--- config.mk ---
export PLATFORM = sky130hd
export DESIGN_NAME = cmvp_ram
export DESIGN_NICKNAME = d
export VERILOG_FILES = /design/src/hw/rtl/cmvp_ram.sv
export SDC_FILE = /design/constraint.sdc
export NUM_CORES = 1
export LEC_CHECK = 0
export ABC_AREA = 0
export ABC_CLOCK_PERIOD_IN_PS = 5450
export BUFFER_PORTS_ARGS = -buffer_cell sky130_fd_sc_hd__buf_2
export CAP_MARGIN = 20
export CORE_MARGIN = 2
export CORE_UTILIZATION = 50
export CTS_CLUSTER_SIZE = 28
export DETAILED_ROUTE_END_ITERATION = 10
export HOLD_SLACK_MARGIN = 0.12
export PLACE_DENSITY = 0.67
export SLEW_MARGIN = 20
export SYNTH_ARGS = -nofsm -noshare
export SYNTH_HDL_FRONTEND = slang
export SYNTH_SLANG_ARGS = --single-unit
--- constraint.sdc ---
create_clock -name clock -period 5.45 [get_ports clock]
set_clock_uncertainty 0.2 [all_clocks]
set_input_delay 0.8175 -clock clock [delete_from_list [all_inputs] [get_ports clock]]
set_output_delay 0.8175 -clock clock [all_outputs]
set_load 0.005 [all_outputs]
--- src/hw/rtl/cmvp_ram.sv ---
// Generic simple dual-port RAM: one write port, one read port, registered read.
// No dependencies.
`default_nettype none

module cmvp_ram #(
   parameter  int WIDTH     = 32,
   parameter  int DEPTH     = 16,
   localparam int ADDR_BITS = $clog2(DEPTH)
) (
   input  logic                 clock,
   input  logic                 wr_en,
   input  logic [ADDR_BITS-1:0] wr_addr,
   input  logic [WIDTH-1:0]     wr_data,
   input  logic                 rd_en,
   input  logic [ADDR_BITS-1:0] rd_addr,
   output logic [WIDTH-1:0]     rd_data
);

   logic [WIDTH-1:0] mem_ff [DEPTH];
   logic [WIDTH-1:0] rd_data_ff;

   // Write port
   always_ff @(posedge clock) begin
      if (wr_en) begin
         mem_ff[wr_addr] <= wr_data;
      end
   end

   // Read port: hold data until the next enabled read
   always_ff @(posedge clock) begin
      if (rd_en) begin
         rd_data_ff <= mem_ff[rd_addr];
      end
   end

   assign rd_data = rd_data_ff;

endmodule

`default_nettype wire

; ---- Yosys cells after proc, flatten, opt, wreduce, memory -nomap -nowiden
; Memory sizes are Yosys's and may differ from the RTL's. A register that Yosys moved wholly into a read port is not among the register bits.
; Cells that the tools add are included.
[totals]
n_memories = 1
wordCells = 3
mem_bits_rw = 512
ff_bits = 0
out_inout_bits = 32
[classes]
mux = 2
[memory_table]
columns = name, words, word_bits, rd, rd_ports_with_merged_regs, write_ports, line
row1 = mem_ff, 16, 32, 1, 1, 1, 19  ; logic [WIDTH-1:0] mem_ff [DEPTH];
[op_table]
columns = op, n
row1 = two-way mux 1 bit, 2

; ---- Depth between registers and ports, before layout
[logic_depth]
ltp_word = 2
mapped_depth = 5

; ---- Worst setup path after synthesis
; No wires, ideal clock.
[synth_timing]
path_type = input to register
startpoint = input port wr_addr[2]
endpoint = memory mem_ff[0][0] (enable)
arrival_ns = 3.536
path_slack_ns = 1.253
setup_time_ns = 0.461
path_stages = 2
cell_sequence = or3b_2 > nor3_1
[synth_lines]
columns = item, line
row1 = start: declaration, 12  ; input logic [ADDR_BITS-1:0] wr_addr,
row2 = end: declaration, 19
; Straight into the memory's write port.

==> impl_metrics.tcl <==
set metrics [dict create \
    drc_errors 0 \
    cts_num_sinks 544 \
    cts_buffers 54 \
    crit_type "input pin to flop" \
    clk_path_buf_depth 3 \
    gp_congestion 0.6890 \
    rows 73 \
    post-route-period-util 0.4938 \
    port_buffers 74 \
    finalHoldViolCount 0 \
    synth_compound_area_frac 0.02382 \
    tightestPinTransition_ns 1.096 \
    fin_setup_tns_ns 0 \
    synth_area_leaders "edfxtp_1 (81%), mux4_2 (14%), a22oi_1 (2.4%), nand2_1 (0.61%), buf_4 (0.41%)" \
    ys_seq_area_frac 0.8097 \
    maxCapViolCount 0 \
    critical_path.max_stage_delay_ns 0.69 \
    hp-class "input pin to flop" \
    cp.arrival_ns 2.81 \
    synthTopCellsByCount "edfxtp_1 (544), mux4_2 (128), a22oi_1 (64), nand2_1 (33), clkbuf_1 (17)" \
    grt_max_degree 61 \
    rsz0062_at_grt "false" \
    gr-total-overflow 0 \
    setup_viol 0 \
    ys_types 17 \
    antenna_found_initial 3 \
    fin_crit_ns 2.691 \
    drtAntennaViolNets 0 \
    area.sequential_sq_mm 0.01634 \
    end_kind "flop" \
    worstPathCellList "buf_4 -> buf_4 -> mux4_2 -> a22oi_1 -> nand2_1" \
    clock-root-buffer "clkbuf_16" \
    fp.dieH_um 204.9 \
    reg2reg_slack_ns 3.76 \
    synth_xor_area_frac 0 \
    cp.required_ns 5.57 \
    num_vias 8999 \
    dr.pass1.iters 5 \
    synthMuxAreaShare 0.1429 \
    synth_edf_count 544 \
    ios 75 \
    multi_input_area_sq_mm 0.003756 \
    nets 993 \
    fmax_mhz 371.6 \
    postCtsSetupBuffers 0 \
    grt_pass1_vias 9216 \
    synth_area_per_cell_sq_um 24.07 \
    path_common_cell "buf_4" \
    core_sq_mm 0.03982 \
    synth_top_family_by_area "multiplexers" \
    startpoint_type "input pin" \
    ys_ff_latch 544 \
    critPathSlowestCell "buf_4" \
    synth.cell_area_sq_mm 0.02017 \
    yosysTopAreaCellShare 0.8097 \
    die_w_um 204.9 \
    vias_per_cell 5.920 \
    max_slew_margin 0.2690 \
    drive_gt1_frac 0.3206 \
    synth_fp_nets 881 \
    ys_warn_count 0 \
    area.growth.synth_to_final_pct 14.10 \
    p_leak_nw 7.328 \
    synth-main-ff-cell "edfxtp_1" \
    yosys.area_share.simple 0.01253 \
    drt_iter0_markers 951 \
    totalWireLength_um 40120 \
    slew_violations 0 \
    cp_max_fo 60 \
    outcome "finished, final reports clean" \
    hpwlAfterDp_um 20060 \
    cts_tree "built" \
    initial_core_util 0.5066 \
    die_area_sq_mm 0.04197 \
    p_per_area_mw_per_mm2 374.9 \
    clock_latency_ns 0.59 \
    htree_levels 2 \
    cts_resized 0 \
    wl_per_cell_um 26.40 \
    synth_top_area_cell "edfxtp_1" \
    fillCellCount 2911 \
    syn_inst 838 \
    hold_buffers 0 \
    post-synth-top-count-cell "edfxtp_1" \
    grt_pass1_wl_um 59910 \
    final_util 0.5780 \
    synthAdderAreaFrac 0 \
    peakVddDrop_mv 0.2483 \
    clk_pin_slew_ns 0.06 \
    async_reset_ff_frac 0 \
    grt_usage 0.1989 \
]
-- routing by layer --
metal  wire (um)  share of wire  up-vias  global-route usage
met5          11        0.00027        -                   0
met1       17060           0.43     4857              0.2819
li1            -              -     3835                   -
met4         754          0.019        2             0.05576
met2       20150           0.50      251              0.3261
met3        2152          0.054       54             0.03102
-- placed cells by master, fill, tap and decap left out, types with 2 or more instances in the layout --
cell	count
clkbuf_16	55
nor2_4	13
buf_12	2
nor3_2	3
bufinv_16	4
buf_2	71
edfxtp_1	544
clkinv_2	8
clkinv_1	17
clkinvlp_4	2
nand2_1	33
nand3b_1	2
nor2b_4	2
mux4_2	128
a22oi_1	64
clkbuf_1	11
buf_4	25
nand2b_1	2
diode_2	3
-- report_power, final --
group          internal, mW  switching, mW  leakage (nW)
combinational         0.161          0.230          1.57
clock                  2.02           1.48         0.810
sequential             4.71         0.0243          4.94
-- state kept, by name, summed over array words and instances (netlist names) --
name	cells
mem_ff	512
rd_data	32
-- final timing paths --
kind,cells past startpoint,startpoint,end
worst max-delay path,5,rd_addr[1],rd_data[13]$_DFFE_PP_
worst max register to register,3,mem_ff[10][26]$_DFFE_PP_,rd_data[26]$_DFFE_PP_
worst min-delay path,1,wr_data[27],mem_ff[10][27]$_DFFE_PP_
worst min register to register,3,mem_ff[15][2]$_DFFE_PP_,rd_data[2]$_DFFE_PP_
-- logic make-up (layout without fill, tap and decap cells) --
kind of cell           after synthesis  count (layout)
AOI/OAI and AO/OA                   64              64
buffers and inverters               43             197
DFF                                544             544
muxes                              128             128
other                                0               3
and+or+nand+nor                     59              59
-- area by class of cell --
type | instances | share of cell area
flip-flops and latches | 544 | 0.7097
repair buffers | 99 | 0.02593
clock inverters | 32 | 0.01076
multi-input cells | 251 | 0.1632
clock buffers | 66 | 0.06159
well taps | 525 | 0.02854
diodes | 3 | 0.0003261
-- stage by stage --
stage               worst slack, ns  instances  area (sq um)  hold slack, ns  power (mW)
finish                        2.759       1520         23020          0.4018       8.630
global route                  2.619       1517         23010          0.3986       8.875
CTS                           2.734       1517         23010          0.3688       8.691
detailed placement            2.122       1419         21340          0.5255       5.225
global placement              2.154       1419         21340          0.5219       5.215
floorplan                     1.253        838         20170          0.5103       5.049
-- worst max-delay path: cells and delay by family --
family                 cells  cell delay [ns]
buffers and inverters      2             1.25
muxes                      1             0.37
AOI/OAI and AO/OA          1             0.23
and+or+nand+nor            1             0.09
No activity file was read; power rests on OpenSTA's default activity.
